$ cat src/rtl/assert_macros.svh
// Assertion macros shared by the RTL of the digit histogram vote block.
// Define ASSERT_OFF to compile all checks out; no other dependencies.
`ifndef ASSERT_MACROS_SVH
`define ASSERT_MACROS_SVH

`ifndef ASSERT_OFF

// Same-cycle implication, disabled while reset is asserted
`define ASSERT_IMPLIES(label, clk, rst_n, ante, cons) \
    label: assert property (@(posedge clk) disable iff (!(rst_n)) (ante) |-> (cons)) \
        else $error("assertion failed: same-cycle implication");

// Next-cycle implication, disabled while reset is asserted
`define ASSERT_NEXT(label, clk, rst_n, ante, cons) \
    label: assert property (@(posedge clk) disable iff (!(rst_n)) (ante) |=> (cons)) \
        else $error("assertion failed: next-cycle implication");

`else

`define ASSERT_IMPLIES(label, clk, rst_n, ante, cons)
`define ASSERT_NEXT(label, clk, rst_n, ante, cons)

`endif

`endif

$ cat src/rtl/dhv_pkg.sv
// Package for the digit histogram vote block: fixed field widths, codes and
// the control bundle between the sequencer and the vote unit. No dependencies.
package dhv_pkg;

    // Fixed field widths
    localparam int MODE_W    = 2;
    localparam int LEN_W     = 4;
    localparam int CHAR_W    = 8;
    localparam int CELL_W    = 4;
    localparam int SAMPLE_W  = 4;
    localparam int IN_DATA_W  = 24;  // 20 bits of fields, padded to whole bytes
    localparam int OUT_DATA_W = 24;  // 20 bits of fields, padded to whole bytes
    localparam int OUT_USER_W = 2;

    // ASCII and message constants
    localparam logic [CHAR_W-1:0] ASCII_ZERO   = 8'd48;
    localparam logic [LEN_W-1:0]  PAIR_MIN_LEN = 4'd3;

    // Placement modes
    localparam logic [MODE_W-1:0] MODE_LEFT   = 2'd0;
    localparam logic [MODE_W-1:0] MODE_MIDDLE = 2'd1;
    localparam logic [MODE_W-1:0] MODE_RIGHT  = 2'd2;
    localparam logic [MODE_W-1:0] MODE_RESET  = MODE_MIDDLE;

    // Input actions
    localparam logic ACT_PROCESS = 1'b0;
    localparam logic ACT_CLEAR   = 1'b1;

    // Grid cell indexes
    localparam int GRID_TL = 0;
    localparam int GRID_TR = 1;
    localparam int GRID_BL = 2;
    localparam int GRID_BR = 3;

    // Per-cycle control of the shared compare/bump unit
    typedef struct packed {
        logic eval;   // a histogram entry is presented this cycle
        logic first;  // entry 0 of the sweep: restart the running max
        logic bump;   // this entry is the voted digit: add one, saturating
    } eval_ctl_t;

endpackage

$ cat src/rtl/dhv_ram.sv
// Generic single-write, single-read RAM with registered read data.
// No dependencies.
module dhv_ram #(
    parameter int WIDTH = 16,
    parameter int DEPTH = 24
) (
    input  logic                     aclk,
    input  logic                     wr_en,
    input  logic [$clog2(DEPTH)-1:0] wr_addr,
    input  logic [WIDTH-1:0]         wr_data,
    input  logic                     rd_en,
    input  logic [$clog2(DEPTH)-1:0] rd_addr,
    output logic [WIDTH-1:0]         rd_data
);

    logic [WIDTH-1:0] mem [DEPTH];
    logic [WIDTH-1:0] rd_data_reg;

    always_ff @(posedge aclk) begin
        if (wr_en) begin
            mem[wr_addr] <= wr_data;
        end
        if (rd_en) begin
            rd_data_reg <= mem[rd_addr];
        end
    end

    assign rd_data = rd_data_reg;

endmodule

$ cat src/rtl/dhv_vote_unit.sv
// Shared saturating increment and running argmax used by every histogram sweep.
// Depends on dhv_pkg (eval_ctl_t).
module dhv_vote_unit
    import dhv_pkg::*;
#(
    parameter int CNT_W = 16,
    parameter int IDX_W = 3
) (
    input  logic             aclk,
    input  eval_ctl_t        ctl,
    input  logic [IDX_W-1:0] idx,
    input  logic [CNT_W-1:0] value_in,
    output logic [CNT_W-1:0] value_out,
    output logic [IDX_W-1:0] best_idx
);

    logic [CNT_W-1:0] best_val_reg;
    logic [IDX_W-1:0] best_idx_reg;
    logic             take;

    // saturating bump of the voted entry
    assign value_out = (ctl.bump && (value_in != '1)) ? value_in + CNT_W'(1) : value_in;

    // strict greater: the lowest index keeps ties
    assign take = ctl.first || (value_out > best_val_reg);

    always_ff @(posedge aclk) begin
        if (ctl.eval && take) begin
            best_val_reg <= value_out;
            best_idx_reg <= idx;
        end
    end

    assign best_idx = best_idx_reg;

endmodule

$ cat src/rtl/digit_histogram_vote_core.sv
// Digit histogram vote core: pair and target histograms, argmax vote, 2x2 grid.
// Depends on dhv_pkg, dhv_ram, dhv_vote_unit and assert_macros.svh.
//
//  channel  | direction | tdata (low bit up)                       | tuser
//  ---------+-----------+------------------------------------------+---------------------
//  s_       | in        | msg_len, first_char, third_char, pad     | action
//  m_       | out       | tl, tr, bl, br cells, target_digit, pad  | target_ready, bad_digit
//  cfg_     | in        | cfg_data = placement_mode                | -
//
// A pair message sweeps both pair histograms, a short message sweeps the target
// histogram, and a clear action goes straight to the result. Each sweep takes one
// entry per cycle through the count RAM's single read port and the shared vote unit.
// Reset (aresetn low, synchronous) empties all histograms via valid bits. s_tready
// is high only when idle; a result waiting on m_tready holds the last step of the
// next item.
`include "assert_macros.svh"

module digit_histogram_vote_core
    import dhv_pkg::*;
#(
    parameter int NUM_CLASSES    = 8,
    parameter int TARGET_SAMPLES = 10,
    parameter int COUNT_WIDTH    = 16
) (
    input  logic                  aclk,
    input  logic                  aresetn,
    // input stream
    input  logic                  s_tvalid,
    output logic                  s_tready,
    input  logic [IN_DATA_W-1:0]  s_tdata,   // [3:0] msg_len, [11:4] first_char,
                                             // [19:12] third_char, [23:20] zero
    input  logic                  s_tuser,   // [0] action
    // result stream
    output logic                  m_tvalid,
    input  logic                  m_tready,
    output logic [OUT_DATA_W-1:0] m_tdata,   // [3:0] cell_top_left, [7:4] cell_top_right,
                                             // [11:8] cell_bottom_left,
                                             // [15:12] cell_bottom_right,
                                             // [19:16] target_digit, [23:20] zero
    output logic [OUT_USER_W-1:0] m_tuser,   // [0] target_ready, [1] bad_digit
    // configuration
    input  logic                  cfg_valid,
    output logic                  cfg_ready,
    input  logic [MODE_W-1:0]     cfg_data
);

    localparam int NC    = NUM_CLASSES;
    localparam int DEPTH = 3 * NC;
    localparam int AW    = $clog2(DEPTH);
    localparam int IW    = $clog2(NC);
    localparam int CW    = $clog2(NC + 1);
    localparam logic [AW-1:0] BASE_P1  = AW'(NC);
    localparam logic [AW-1:0] BASE_TGT = AW'(2 * NC);
    localparam logic [CHAR_W-1:0] DIG_LO = ASCII_ZERO + CHAR_W'(1);
    localparam logic [CHAR_W-1:0] DIG_HI = ASCII_ZERO + CHAR_W'(NC);

    typedef enum logic [1:0] {ST_IDLE, ST_SWEEP, ST_FINISH} state_t;
    typedef enum logic [1:0] {BANK_P0, BANK_P1, BANK_TGT} bank_t;

    // control state
    state_t               state_reg, state_next;
    bank_t                bank_reg, bank_next;
    logic [CW-1:0]        cnt_reg, cnt_next;
    logic                 is_clear_reg, is_clear_next;
    logic [DEPTH-1:0]     vld_reg, vld_next;
    logic [SAMPLE_W-1:0]  sample_cnt_reg, sample_cnt_next;
    logic [CELL_W-1:0]    target_win_reg, target_win_next;
    logic [CELL_W-1:0]    grid_reg [4];
    logic [CELL_W-1:0]    grid_next [4];
    logic [MODE_W-1:0]    mode_reg, mode_next;
    logic                 m_tvalid_reg, m_tvalid_next;

    // payload
    logic [IW-1:0]         dig0_reg, dig0_next, dig1_reg, dig1_next;
    logic                  hit0_reg, hit0_next, hit1_reg, hit1_next;
    logic                  bad_reg, bad_next;
    logic [CELL_W-1:0]     win0_reg, win0_next;
    logic [OUT_DATA_W-1:0] m_tdata_reg, m_tdata_next;
    logic [OUT_USER_W-1:0] m_tuser_reg, m_tuser_next;

    // datapath signals
    logic [LEN_W-1:0]       in_len;
    logic [CHAR_W-1:0]      in_c0, in_c1;
    logic                   in_hit0, in_hit1;
    logic [IW-1:0]          in_dig0, in_dig1;
    logic                   s_accept, out_free;
    logic [AW-1:0]          base, rd_addr, ev_addr;
    logic                   rd_en, ev_on;
    logic [IW-1:0]          ev_idx, cur_dig;
    logic                   cur_hit;
    logic [COUNT_WIDTH-1:0] rd_data, ev_value, upd_value;
    logic [IW-1:0]          best_idx;
    logic [CELL_W-1:0]      win_cur;
    logic [SAMPLE_W-1:0]    sample_inc;
    eval_ctl_t              ev_ctl;

    assign s_tready  = (state_reg == ST_IDLE);
    assign cfg_ready = 1'b1;
    assign s_accept  = s_tvalid && s_tready;
    assign out_free  = !m_tvalid_reg || m_tready;

    // field unpack and digit decode
    assign in_len  = s_tdata[3:0];
    assign in_c0   = s_tdata[11:4];
    assign in_c1   = s_tdata[19:12];
    assign in_hit0 = (in_c0 >= DIG_LO) && (in_c0 <= DIG_HI);
    assign in_hit1 = (in_c1 >= DIG_LO) && (in_c1 <= DIG_HI);
    assign in_dig0 = IW'(in_c0 - DIG_LO);
    assign in_dig1 = IW'(in_c1 - DIG_LO);

    // sweep addressing: read entry cnt, evaluate entry cnt-1
    always_comb begin
        unique case (bank_reg)
            BANK_P0:  base = '0;
            BANK_P1:  base = BASE_P1;
            BANK_TGT: base = BASE_TGT;
            default:  base = '0;
        endcase
    end

    assign rd_en   = (state_reg == ST_SWEEP) && (cnt_reg < CW'(NC));
    assign rd_addr = base + AW'(cnt_reg);
    assign ev_on   = (state_reg == ST_SWEEP) && (cnt_reg != '0);
    assign ev_idx  = IW'(cnt_reg - CW'(1));
    assign ev_addr = base + AW'(ev_idx);
    assign cur_dig = (bank_reg == BANK_P1) ? dig1_reg : dig0_reg;
    assign cur_hit = (bank_reg == BANK_P1) ? hit1_reg : hit0_reg;
    assign ev_value = vld_reg[ev_addr] ? rd_data : '0;

    assign ev_ctl.eval  = ev_on;
    assign ev_ctl.first = ev_on && (ev_idx == '0);
    assign ev_ctl.bump  = ev_on && cur_hit && (ev_idx == cur_dig);

    dhv_ram #(
        .WIDTH (COUNT_WIDTH),
        .DEPTH (DEPTH)
    ) u_counts (
        .aclk    (aclk),
        .wr_en   (ev_ctl.bump),
        .wr_addr (ev_addr),
        .wr_data (upd_value),
        .rd_en   (rd_en),
        .rd_addr (rd_addr),
        .rd_data (rd_data)
    );

    dhv_vote_unit #(
        .CNT_W (COUNT_WIDTH),
        .IDX_W (IW)
    ) u_vote (
        .aclk      (aclk),
        .ctl       (ev_ctl),
        .idx       (ev_idx),
        .value_in  (ev_value),
        .value_out (upd_value),
        .best_idx  (best_idx)
    );

    // winner digit, kept to the cell width
    assign win_cur    = CELL_W'({1'b0, best_idx} + (IW + 1)'(1));
    assign sample_inc = sample_cnt_reg + SAMPLE_W'(1);

    // sequencer and next-state logic
    always_comb begin
        state_next      = state_reg;
        bank_next       = bank_reg;
        cnt_next        = cnt_reg;
        is_clear_next   = is_clear_reg;
        vld_next        = vld_reg;
        sample_cnt_next = sample_cnt_reg;
        target_win_next = target_win_reg;
        grid_next       = grid_reg;
        mode_next       = mode_reg;
        m_tvalid_next   = m_tvalid_reg;
        dig0_next       = dig0_reg;
        dig1_next       = dig1_reg;
        hit0_next       = hit0_reg;
        hit1_next       = hit1_reg;
        bad_next        = bad_reg;
        win0_next       = win0_reg;
        m_tdata_next    = m_tdata_reg;
        m_tuser_next    = m_tuser_reg;

        if (cfg_valid) begin
            mode_next = cfg_data;
        end

        // result taken downstream
        if (m_tvalid_reg && m_tready) begin
            m_tvalid_next = 1'b0;
        end

        // entry written back by the sweep becomes valid
        if (ev_ctl.bump) begin
            vld_next[ev_addr] = 1'b1;
        end

        unique case (state_reg)
            ST_IDLE: begin
                if (s_accept) begin
                    dig0_next = in_dig0;
                    dig1_next = in_dig1;
                    hit0_next = in_hit0;
                    hit1_next = in_hit1;
                    cnt_next  = '0;
                    if (s_tuser == ACT_CLEAR) begin
                        // empty both pair histograms at once
                        for (int i = 0; i < 2 * NC; i++) begin
                            vld_next[i] = 1'b0;
                        end
                        is_clear_next = 1'b1;
                        bad_next      = 1'b0;
                        state_next    = ST_FINISH;
                    end else if (in_len >= PAIR_MIN_LEN) begin
                        is_clear_next = 1'b0;
                        bad_next      = !in_hit0 || !in_hit1;
                        bank_next     = BANK_P0;
                        state_next    = ST_SWEEP;
                    end else begin
                        is_clear_next = 1'b0;
                        bad_next      = !in_hit0;
                        bank_next     = BANK_TGT;
                        state_next    = ST_SWEEP;
                    end
                end
            end

            ST_SWEEP: begin
                // first cycle of the second pair sweep: first winner is settled
                if (bank_reg == BANK_P1 && cnt_reg == '0) begin
                    win0_next = win_cur;
                end
                if (cnt_reg == CW'(NC)) begin
                    cnt_next = '0;
                    if (bank_reg == BANK_P0) begin
                        bank_next = BANK_P1;
                    end else begin
                        state_next = ST_FINISH;
                    end
                end else begin
                    cnt_next = cnt_reg + CW'(1);
                end
            end

            ST_FINISH: begin
                if (out_free) begin
                    m_tuser_next = {bad_reg, 1'b0};
                    if (!is_clear_reg) begin
                        if (bank_reg == BANK_P1) begin
                            // place the two pair winners
                            case (mode_reg)
                                MODE_LEFT: begin
                                    grid_next[GRID_TR] = win0_reg;
                                    grid_next[GRID_TL] = win_cur;
                                end
                                MODE_MIDDLE: begin
                                    grid_next[GRID_TL] = win0_reg;
                                    grid_next[GRID_BL] = win_cur;
                                end
                                MODE_RIGHT: begin
                                    grid_next[GRID_BL] = win0_reg;
                                    grid_next[GRID_BR] = win_cur;
                                end
                                default: ;
                            endcase
                        end else begin
                            // target round bookkeeping
                            if (sample_inc >= SAMPLE_W'(TARGET_SAMPLES)) begin
                                target_win_next = win_cur;
                                sample_cnt_next = '0;
                                m_tuser_next    = {bad_reg, 1'b1};
                            end else begin
                                sample_cnt_next = sample_inc;
                            end
                        end
                    end
                    m_tdata_next  = {4'b0000, target_win_next,
                                     grid_next[GRID_BR], grid_next[GRID_BL],
                                     grid_next[GRID_TR], grid_next[GRID_TL]};
                    m_tvalid_next = 1'b1;
                    state_next    = ST_IDLE;
                end
            end

            default: state_next = ST_IDLE;
        endcase
    end

    // control state and registered outputs
    always_ff @(posedge aclk) begin
        if (!aresetn) begin
            state_reg      <= ST_IDLE;
            bank_reg       <= BANK_P0;
            cnt_reg        <= '0;
            is_clear_reg   <= 1'b0;
            vld_reg        <= '0;
            sample_cnt_reg <= '0;
            target_win_reg <= '0;
            grid_reg       <= '{default: '0};
            mode_reg       <= MODE_RESET;
            m_tvalid_reg   <= 1'b0;
        end else begin
            state_reg      <= state_next;
            bank_reg       <= bank_next;
            cnt_reg        <= cnt_next;
            is_clear_reg   <= is_clear_next;
            vld_reg        <= vld_next;
            sample_cnt_reg <= sample_cnt_next;
            target_win_reg <= target_win_next;
            grid_reg       <= grid_next;
            mode_reg       <= mode_next;
            m_tvalid_reg   <= m_tvalid_next;
        end
    end

    // payload registers
    always_ff @(posedge aclk) begin
        dig0_reg    <= dig0_next;
        dig1_reg    <= dig1_next;
        hit0_reg    <= hit0_next;
        hit1_reg    <= hit1_next;
        bad_reg     <= bad_next;
        win0_reg    <= win0_next;
        m_tdata_reg <= m_tdata_next;
        m_tuser_reg <= m_tuser_next;
    end

    assign m_tvalid = m_tvalid_reg;
    assign m_tdata  = m_tdata_reg;
    assign m_tuser  = m_tuser_reg;

    // checks
    `ASSERT_IMPLIES(a_round_bound, aclk, aresetn, 1'b1, sample_cnt_reg < SAMPLE_W'(TARGET_SAMPLES))
    `ASSERT_IMPLIES(a_ready_resets_round, aclk, aresetn, m_tvalid_reg && m_tuser_reg[0], sample_cnt_reg == '0)
    `ASSERT_IMPLIES(a_winner_range, aclk, aresetn, m_tvalid_reg, (m_tdata_reg[3:0] <= NC) && (m_tdata_reg[7:4] <= NC) && (m_tdata_reg[11:8] <= NC) && (m_tdata_reg[15:12] <= NC) && (m_tdata_reg[19:16] <= NC))
    `ASSERT_NEXT(a_sweep_start, aclk, aresetn, s_tvalid && s_tready && (s_tuser == ACT_PROCESS), (state_reg == ST_SWEEP) && (cnt_reg == '0))

endmodule
$ cat config.mk
export PLATFORM = sky130hd
export DESIGN_NAME = digit_histogram_vote_core
export DESIGN_NICKNAME = d
export VERILOG_FILES = /design/src/rtl/dhv_pkg.sv /design/src/rtl/dhv_ram.sv /design/src/rtl/dhv_vote_unit.sv /design/src/rtl/digit_histogram_vote_core.sv
export VERILOG_INCLUDE_DIRS = /design/src /design/src/rtl
export SDC_FILE = /design/constraint.sdc
export NUM_CORES = 1
export LEC_CHECK = 0
export BUFFER_PORTS_ARGS = -buffer_cell sky130_fd_sc_hd__buf_2
export CAP_MARGIN = 25
export CORE_AREA = 8 8 266 268
export CTS_BUF_LIST = sky130_fd_sc_hd__clkbuf_16
export CTS_CLUSTER_SIZE = 30
export DETAILED_ROUTE_END_ITERATION = 7
export DIE_AREA = 0 0 274 276
export MAX_ROUTING_LAYER = met4
export PLACE_DENSITY_LB_ADDON = 0.25
export SLEW_MARGIN = 20
export SYNTH_ARGS = -nofsm -noshare
export SYNTH_HDL_FRONTEND = slang
export SYNTH_SLANG_ARGS = --single-unit
$ cat constraint.sdc
create_clock -name aclk -period 18.5 [get_ports aclk]
set_input_delay 3.7 -clock aclk [delete_from_list [all_inputs] [get_ports aclk]]
set_output_delay 3.7 -clock aclk [all_outputs]
set_load 0.02 [all_outputs]
==> metrics.txt, run 1 <==
outcome=finished, final reports clean; largest net degree at the start of global routing=59; CTS root buffer=clkbuf_16; WS Path Type=reg2reg; Post-DRT Antenna Nets=0; Final Max Slew Viols=0; clk sinks=514; RSZ-0062 raised after global routing=no; Final setup viols=0; Post-synth top flop=edfxtp_1; GRT overflow=0; CTS buffer count=55; Leak=8.06 nW; share of cells above drive strength 1=23.9%; final setup margin=10.99 ns; Multi-input gate area=5840 sq um; crit-path max FO=58; async set-or-reset flop fraction in the synthesized netlist=0%; Post-CTS Setup Bufs=0; WL/cell=20.9 um; first-pass GRT wire length=70100 um; IO Pins=61; final WL=46100 um; clk slew on worst S/H paths=0.06 ns; H-Tree Depth=2; Vert. Die Dim=276 um; Final TNS setup=0 ns; worst hold path class=reg2reg; CP Launch Type=register; post-synthesis sequential area ratio=70.6%; commonest non-fill, non-tap cells in the layout=edfxtp_1, mux4_2, nand2_1, dfxtp_1, clkbuf_16; vias in the first global route=11100; initial antenna violation count=1; Post-Syn Area per Cell=17.7 sq um; Iteration-0 DRC Markers=751; final period utilization=40.6%; flops & latches, synth=514; Place WS=10.66 ns; GPL Wtd Cong=0.786; Core ar.=66600 sq um; max FFs per register=384; IO Port Bufs=51; CP Data Required Time=18.74 ns; DRC viols=0; Clock Path Buffers=3; CTS hold repair buffers=0; num rows=95; Fmax=0.133 GHz; CTS-repair resized insts=0; Tmin final=7.51 ns; Worst Max-Slew Pin Slew=0.998 ns; initial core utilization=31.6%; Yosys cell types=61; Worst-Skew Late Latency=0.64 ns; P&R area growth vs syn=15.2%; fillers=6200; Critical Path Start=cnt_reg[1]$_SDFFE_PN0P_; vias=10700; Critical Path Sink Type=register; FF-to-FF Start=cnt_reg[1]$_SDFFE_PN0P_; Hold Startpoint=bad_reg$_SDFFCE_PP0P_; Post-synth EDFFs=454; power per standard cell area=106 nW/um^2; Synth Instances=1190; DP Cell Count=2105; clock skew=0.0715 ns; Fin. Hold Viols=0; CTS tree=yes; FF+latch area=14800 sq um; Relative slew margins=33.5%; total track usage=12.5%; first-pass detailed-route iteration total=5; commonest non-fill, non-tap cell in the layout=edfxtp_1; synthesized cell area=21000 sq um; max cap viols=0; Vias/cell=4.85; Worst EP arrival=7.75 ns; Finished Layout Cells=2205; die width=274 um; number of synthesis warnings=0; Post-DP HPWL=26500 um; Layout Nets=1361; DIE AREA=75600 sq um; VDD IR max=80.2 uV
==> critical path, stage by stage (launching register included) <==
cell	delay, ns
dfxtp_4	0.95
inv_1	0.24
ha_1	0.52
mux4_2	0.43
nand3_1	0.08
a32oi_1	0.42
nand2_2	0.32
nor2_1	0.19
ha_1	0.24
and3_1	0.20
nand3_1	0.16
or4_1	0.79
nand4_1	0.22
xor2_1	0.16
nor2_1	0.06
buf_4	0.24
ha_1	0.33
nand2_1	0.08
nor4_1	0.32
nor4_1	0.08
o21ai_0	0.10
a21oi_1	0.10
o31ai_4	0.88
==> per-layer routing <==
metal | GRT usage, % | share of wire, %
met5 | - | 0
met4 | 2.74 | 1.7
met3 | 2.35 | 4.2
met2 | 20.8 | 51
met1 | 15.8 | 43
==> path summary, 6_finish.rpt <==
check                                          end  slack [ns]  depth (start not counted)
hold reg to reg               m_tuser[1]$_DFFE_PP_        0.42                          0
setup reg to reg  u_vote.best_val_reg[8]$_DFFE_PP_       10.99                         22
setup / recovery  u_vote.best_val_reg[8]$_DFFE_PP_       10.99                         22
hold / removal                m_tuser[1]$_DFFE_PP_        0.42                          0
==> synth_stat cells (8+ instances only) <==
cell | number | area share (%)
clkbuf_1 | 21 | 0.37
o21a_1 | 26 | 0.93
a21oi_1 | 12 | 0.29
buf_2 | 16 | 0.38
mux4_1 | 16 | 2.0
o21ai_1 | 22 | 0.52
mux4_2 | 102 | 11
xor2_1 | 13 | 0.54
and3_1 | 10 | 0.30
nand2_1 | 83 | 1.5
nor2_1 | 67 | 1.2
dfxtp_1 | 60 | 5.7
nor2b_1 | 9 | 0.27
nor3b_1 | 9 | 0.32
nand3_1 | 19 | 0.45
o21ai_0 | 14 | 0.33
ha_1 | 39 | 2.3
mux2i_1 | 26 | 1.2
nor3_1 | 14 | 0.33
inv_1 | 39 | 0.70
edfxtp_1 | 454 | 65
nand4_1 | 8 | 0.24
==> cell families after synthesis <==
logic type      synth area share [%]
other cells                   0.0357
mux                             14.5
compound gates                  3.86
flops                           70.6
simple gates                    5.53
fa+ha+maj                       2.32
buf+inv                         2.37
xor+xnor                       0.833
==> through the flow <==
step	hold slack [ns]	utilization (%)	cell area [sq um]	total power, mW
finish	0.419	36.4	24200	2.56
global route	0.445	36.4	24200	2.66
CTS	0.419	36.3	24200	2.60
detailed placement	0.405	33.8	22500	1.57
global placement	0.410	33.8	22500	1.57
floorplan	0.400	-	21000	1.51
==> layout make-up <==
class                   instances  share of cell area (%)
well taps                     873                    4.51
clock buffers                  55                    5.68
clock inverters                43                    1.27
repair buffers                 96                    2.48
flip-flops and latches        514                    61.3
multi-input cells             582                    24.1
diodes                          1                  0.0103
inverters                      41                   0.641
==> where the power goes <==
part           switching (mW)  internal [mW]
Combinational           0.131         0.0938
Sequential             0.0210           1.30
Clock                   0.448          0.569
Note: power is estimated with default switching activity, not from simulation.
==> run 2: changes to the inputs <==
==> constraint.sdc (replaced) <==
create_clock -name aclk -period 7.4 [get_ports aclk]
set_input_delay 1.48 -clock aclk [delete_from_list [all_inputs] [get_ports aclk]]
set_output_delay 1.48 -clock aclk [all_outputs]
set_load 0.02 [all_outputs]
==> metrics.txt, run 2 (synthesis gave the netlist of run 1 again) <==
outcome=finished, final reports clean; P&R area growth vs syn=15.7%; Post-CTS Setup Bufs=0 (unchanged); M1 WL=21100 um (+5.5%); CTS root buffer=clkbuf_16; share of cells above drive strength 1=24.6% (+0.66 points); final period utilization=90.1% (+49 points); Worst Hold Endpoint=m_tuser[1]$_DFFE_PP_; Fin. Hold Viols=0 (unchanged); total track usage=12.7% (+0.22 points); Fmax=0.150 GHz (+13%); commonest non-fill, non-tap cell in the layout=edfxtp_1; top sig layer=met4; max cap viols=0 (unchanged); P_int=5.02 mW (+160%); CTS tree=yes; worst-case reg-to-reg path depth=20 (-9.1%); Hold Startpoint=bad_reg$_SDFFCE_PP0P_; max FFs per register=384 (unchanged); Tmin final=6.66 ns (-0.849 ns); Final Instance Area=24300 sq um (+0.44%); Final setup viols=0 (unchanged); FF-to-FF Start=cnt_reg[0]$_SDFFE_PN0P_; CTS buffer count=55 (unchanged); combinational share of power=9.0% (+0.2 points); CP Launch Type=register; VDD IR max=186 uV (+130%); WL/cell=21.2 um (+1.5%); final WL=46900 um (+1.8%); Core ar.=66600 sq um (unchanged); Sw Pwr=1.54 mW (+160%); Post-DP HPWL=27100 um (+2.2%); Hold Crit Depth=0 (unchanged); Worst-Skew Late Latency=0.62 ns (-0.02 ns); Layout Nets=1362 (+0.073%); final setup margin=0.735 ns (-10.25 ns); Final Max Slew Viols=0 (unchanged); first-pass detailed-route iteration total=4 (-1); Worst EP arrival=6.89 ns (-0.86 ns); Area after DPL=22500 sq um (+0.16%); Leak=8.10 nW (+0.56%); RR Endpoint=u_vote.best_val_reg[15]$_DFFE_PP_; Layout Utilization=36.5% (+0.16 points); clk sinks=514 (unchanged); DRC viols=0 (unchanged); Vert. Die Dim=276 um (unchanged); clock skew=0.0356 ns (-0.0358 ns); GRT overflow=0 (unchanged); Final TNS setup=0 ns (unchanged); Relative slew margins=35.1% (+1.7 points); commonest non-fill, non-tap cells in the layout=edfxtp_1, mux4_2, nand2_1, dfxtp_1, clkbuf_16; WS Path Type=reg2reg; WL met2=23100 um (-1.2%); die width=274 um (unchanged); Place WS=0.622 ns (-10.04 ns); CTS-repair resized insts=0 (unchanged); Vias/cell=4.85 (about the same); minimum setup slack among reg-to-reg paths=0.74 ns (-10.25 ns); largest net degree at the start of global routing=59 (unchanged); RSZ-0062 raised after global routing=no; num rows=95 (unchanged); met3 routed WL=1950 um (-0.51%); CP Data Required Time=7.63 ns (-11.11 ns); clk slew on worst S/H paths=0.06 ns (about the same); Worst Max-Slew Pin Slew=0.973 ns (-0.0253 ns); Switching Share=23.5% (+0.027 points); overall power=6.56 mW (+160%); Clock Path Buffers=3 (unchanged); H-Tree Depth=2 (unchanged); Iteration-0 DRC Markers=621 (-17%); crit-path max FO=26 (-55%); Flop pwr share=50.0% (-1.5 points); initial antenna violation count=0 (-1); Critical Path Sink Type=register; DIE AREA=75600 sq um (unchanged); first-pass GRT wire length=71100 um (+1.5%); worst hold path class=reg2reg; CTS hold repair buffers=0 (unchanged); IO Pins=61 (unchanged); initial core utilization=31.6% (unchanged); vias=10700 (+0.20%); power per standard cell area=270 nW/um^2 (+150%); vias in the first global route=11100 (+0.28%); power share of the clock group=41.0% (+1.3 points); GPL Wtd Cong=0.760 (-3.3%); Post-DRT Antenna Nets=0 (unchanged); IO Port Bufs=51 (unchanged)
[run 2: changes by cell type in the layout (fill, tap and decap cells not counted), moves of 2 or more]
cell       delta
buf_4         +2
bufinv_16     +3
nor2_2        -4
nor2_4        +4
inv_1         -4
inv_6         +2
clkinv_2      +4
[run 2: power by group through the flow]
| stage | logic [mW] | clock network, mW | registers, mW |
|---|---|---|---|
| 4_1_cts | 0.602 | 2.78 | 3.28 |
| 3_3_place_gp | 0.592 | 0 | 3.34 |
| 3_5_place_dp | 0.602 | 0 | 3.34 |
| 6_report | 0.589 | 2.69 | 3.28 |
| 5_1_grt | 0.648 | 2.88 | 3.28 |
| 2_1_floorplan | 0.429 | 0 | 3.33 |
[run 2: final cells by class]
| type | instances | area [sq um] |
|---|---|---|
| Fill cell | 6215 | 42200 |
| Sequential cell | 514 | 14800 |
| Multi-Input combinational cell | 582 | 5850 |
| Clock buffer | 55 | 1380 |
| Tap cell | 873 | 1090 |
| Timing Repair Buffer | 97 | 601 |
| Clock inverter | 47 | 405 |
| Inverter | 41 | 155 |
| Antenna cell | 1 | 2.50 |
[run 2: per-layer routing]
metal,global-route usage [%],vias to the layer above
met4,2.88,0
met2,20.7,155
met5,-,-
met3,2.25,66
li1,-,4895
met1,16.6,5608
[run 2: how the worst max path moves through the flow]
stage                                 start                           endpoint  slack (ns)
finish              cnt_reg[0]$_SDFFE_PN0P_  u_vote.best_val_reg[15]$_DFFE_PP_        0.74
global route        cnt_reg[0]$_SDFFE_PN0P_  u_vote.best_val_reg[10]$_DFFE_PP_        0.23
CTS                 cnt_reg[0]$_SDFFE_PN0P_   u_vote.best_val_reg[8]$_DFFE_PP_        0.61
detailed placement  cnt_reg[0]$_SDFFE_PN0P_       u_vote.best_idx[0]$_DFFE_PP_        0.62
global placement    cnt_reg[0]$_SDFFE_PN0P_  u_vote.best_val_reg[11]$_DFFE_PP_        0.69
floorplan           cnt_reg[1]$_SDFFE_PN0P_       u_vote.best_idx[0]$_DFFE_PP_        0.38
[run 2: worst max-delay path: stages (launching register included)]
cell      delay, ns
dfxtp_4        0.58
inv_1          0.17
ha_1           0.51
mux4_2         0.43
nand3_1        0.09
a32oi_1        0.43
and3_1         0.26
ha_1           0.20
and3_1         0.19
nand3_1        0.15
or4_1          0.77
nand3b_1       0.28
a32o_1         0.28
buf_4          0.22
ha_1           0.32
nor2b_1        0.12
o21ai_0        0.07
a21oi_1        0.12
or3_1          0.11
a21oi_1        0.08
o31ai_4        0.85
[run 2: through the flow]
| step | std cells | hold WS, ns |
|---|---|---|
| after global placement | 2107 | 0.408 |
| after floorplan | 1193 | 0.400 |
| final | 2210 | 0.428 |
| after detailed placement | 2107 | 0.427 |
| after global routing | 2209 | 0.438 |
| after CTS | 2209 | 0.439 |
==> run 3: changes to the inputs <==
--- a/config.mk
+++ b/config.mk
@@ -8,13 +8,12 @@
 export LEC_CHECK = 0
 export BUFFER_PORTS_ARGS = -buffer_cell sky130_fd_sc_hd__buf_2
 export CAP_MARGIN = 25
-export CORE_AREA = 8 8 266 268
+export CORE_AREA = 2 2 260 262
 export CTS_BUF_LIST = sky130_fd_sc_hd__clkbuf_16
 export CTS_CLUSTER_SIZE = 30
 export DETAILED_ROUTE_END_ITERATION = 7
-export DIE_AREA = 0 0 274 276
+export DIE_AREA = 0 0 262 264
 export MAX_ROUTING_LAYER = met4
-export PLACE_DENSITY_LB_ADDON = 0.25
 export SLEW_MARGIN = 20
 export SYNTH_ARGS = -nofsm -noshare
 export SYNTH_HDL_FRONTEND = slang
==> metrics.txt, run 3 (synthesis gave the netlist of run 1 again) <==
outcome=finished, final reports clean; Final Max Slew Viols=0 (unchanged); fillers=6137 (-1.3%); DRC viols=0 (unchanged); initial core utilization=31.6% (unchanged); Post-DRT Antenna Nets=0 (unchanged); max cap viols=0 (unchanged); # diodes=0 (-1); Final setup viols=0 (unchanged); IO Port Bufs=51 (unchanged); Fin. Hold Viols=0 (unchanged); P_int=5.13 mW (+2.2%); combinational share of power=8.9% (about the same); Worst EP arrival=6.83 ns (-0.06 ns); CTS tree=yes; CTS hold repair buffers=0 (unchanged); first-pass GRT wire length=69600 um (-2.1%); WL/cell=20.6 um (-2.8%); first-pass detailed-route iteration total=6 (+2); Tmin final=6.61 ns (-0.0539 ns); met2 Use GR=22.7% (+2.0 points); CP Launch Type=register; Vias/cell=4.96 (+2.2%); final WL=45600 um (-2.8%); CTS buffer count=52 (-5.5%); commonest non-fill, non-tap cells in the layout=edfxtp_1, mux4_2, nand2_1, dfxtp_1, clkbuf_16; Relative slew margins=32.4% (-2.8 points); GPL Wtd Cong=0.819 (+7.7%); max FFs per register=384 (unchanged); overall power=6.62 mW (+0.97%); Worst-Skew Late Latency=0.61 ns (about the same); Core ar.=66600 sq um (unchanged); IO Pins=61 (unchanged); commonest non-fill, non-tap cell in the layout=edfxtp_1; RSZ-0062 raised after global routing=no; DIE AREA=69200 sq um (-8.5%); P&R area growth vs syn=15.9%; vias=11000 (+2.2%); num rows=95 (unchanged); CTS root buffer=clkbuf_16; Final TNS setup=0 ns (unchanged); share of cells above drive strength 1=24.2% (-0.32 points); clk sinks=514 (unchanged); met3 Track Usage GR=1.98% (-0.28 points); Leak=8.12 nW (+0.25%); power per standard cell area=272 nW/um^2 (+0.77%); hold slack=0.429 ns (+0.000632 ns); worst hold path class=reg2reg; CP Data Required Time=7.62 ns (about the same); die width=262 um (-4.4%); Post-CTS Setup Bufs=0 (unchanged); Place WS=0.733 ns (+0.111 ns); Layout Utilization=36.6% (+0.073 points); power share of the clock group=41.6% (+0.6 points); Post-DP HPWL=26200 um (-3.3%); clk slew on worst S/H paths=0.06 ns (about the same); Vert. Die Dim=264 um (-4.3%); Sw Pwr=1.49 mW (-3.1%); total track usage=13.8% (+1.1 points); met1 Track Usage GR=17.8% (+1.2 points); GRT overflow=0 (unchanged); GRT busiest layer=met2; VDD IR max=185 uV (-0.50%); Iteration-0 DRC Markers=831 (+34%); Fmax=0.151 GHz (+0.82%); Critical Path Sink Type=register; WS Path Type=reg2reg; vias in the first global route=11400 (+2.7%); final period utilization=89.3% (-0.73 points); crit-path max FO=26 (unchanged); clock skew=0.0336 ns (-0.00199 ns); initial antenna violation count=0 (unchanged); Layout Nets=1365 (+0.22%); Clock Path Buffers=3 (unchanged); final setup margin=0.789 ns (+0.0539 ns); largest net degree at the start of global routing=63 (+6.8%); CTS-repair resized insts=0 (unchanged); Worst Max-Slew Pin Slew=1.01 ns (+0.0417 ns); Flop pwr share=49.5% (-0.5 points); Switching Share=22.5% (-0.95 points); H-Tree Depth=2 (unchanged)
==> run 3: area by class of cell <==
| cell class | count | area (sq um) | share of cell area [%] |
|---|---|---|---|
| clock inverter | 44 | 484 | 1.99 |
| tap | 873 | 1090 | 4.48 |
| multi-input combinational | 582 | 5830 | 23.9 |
| timing repair buffer | 103 | 646 | 2.65 |
| inverter | 41 | 155 | 0.637 |
| clock buffer | 53 | 1330 | 5.44 |
| sequential | 514 | 14800 | 60.9 |
==> run 3: through the flow <==
stage | cells | area, sq um
2_1_floorplan | 1193 | 21000
3_3_place_gp | 2113 | 22600
3_5_place_dp | 2113 | 22600
4_1_cts | 2210 | 24400
5_1_grt | 2210 | 24400
6_report | 2210 | 24400
==> run 3: worst paths after layout <==
| check | end | cells past startpoint | slack (ns) | from |
|---|---|---|---|---|
| hold / removal | m_tuser[1]$_DFFE_PP_ | 0 | 0.43 | bad_reg$_SDFFCE_PP0P_ |
| setup / recovery | u_vote.best_idx[1]$_DFFE_PP_ | 21 | 0.79 | cnt_reg[0]$_SDFFE_PN0P_ |
| hold reg to reg | m_tuser[1]$_DFFE_PP_ | 0 | 0.43 | bad_reg$_SDFFCE_PP0P_ |
| setup reg to reg | u_vote.best_idx[1]$_DFFE_PP_ | 21 | 0.79 | cnt_reg[0]$_SDFFE_PN0P_ |
==> run 3: power by group through the flow <==
| stage | registers, mW | logic (mW) | clock network, mW |
|---|---|---|---|
| after global routing | 3.28 | 0.653 | 2.93 |
| final | 3.28 | 0.590 | 2.76 |
| after detailed placement | 3.34 | 0.599 | 0 |
| after global placement | 3.34 | 0.585 | 0 |
| after floorplan | 3.33 | 0.429 | 0 |
| after CTS | 3.28 | 0.601 | 2.81 |
==> run 3: metal layers <==
layer	vias to the layer above	share of wire, %
met5	-	0
met4	0	2.3
met3	73	4.2
met2	235	50
met1	5740	43
li1	4909	-
==> run 3: critical path, cell delays in order (launching register included) <==
cell     delay, ns
dfxtp_4       0.52
inv_1         0.15
ha_1          0.50
mux4_2        0.42
nand3_1       0.08
a32oi_1       0.42
and3_1        0.27
ha_1          0.21
and3_1        0.20
nand3_1       0.15
or4_1         0.78
nand4_1       0.20
xor2_1        0.15
nor2_1        0.05
buf_4         0.22
ha_1          0.33
nand2_1       0.07
nor4_1        0.32
nor4_1        0.08
o21ai_0       0.11
a21oi_1       0.10
o31ai_4       0.88
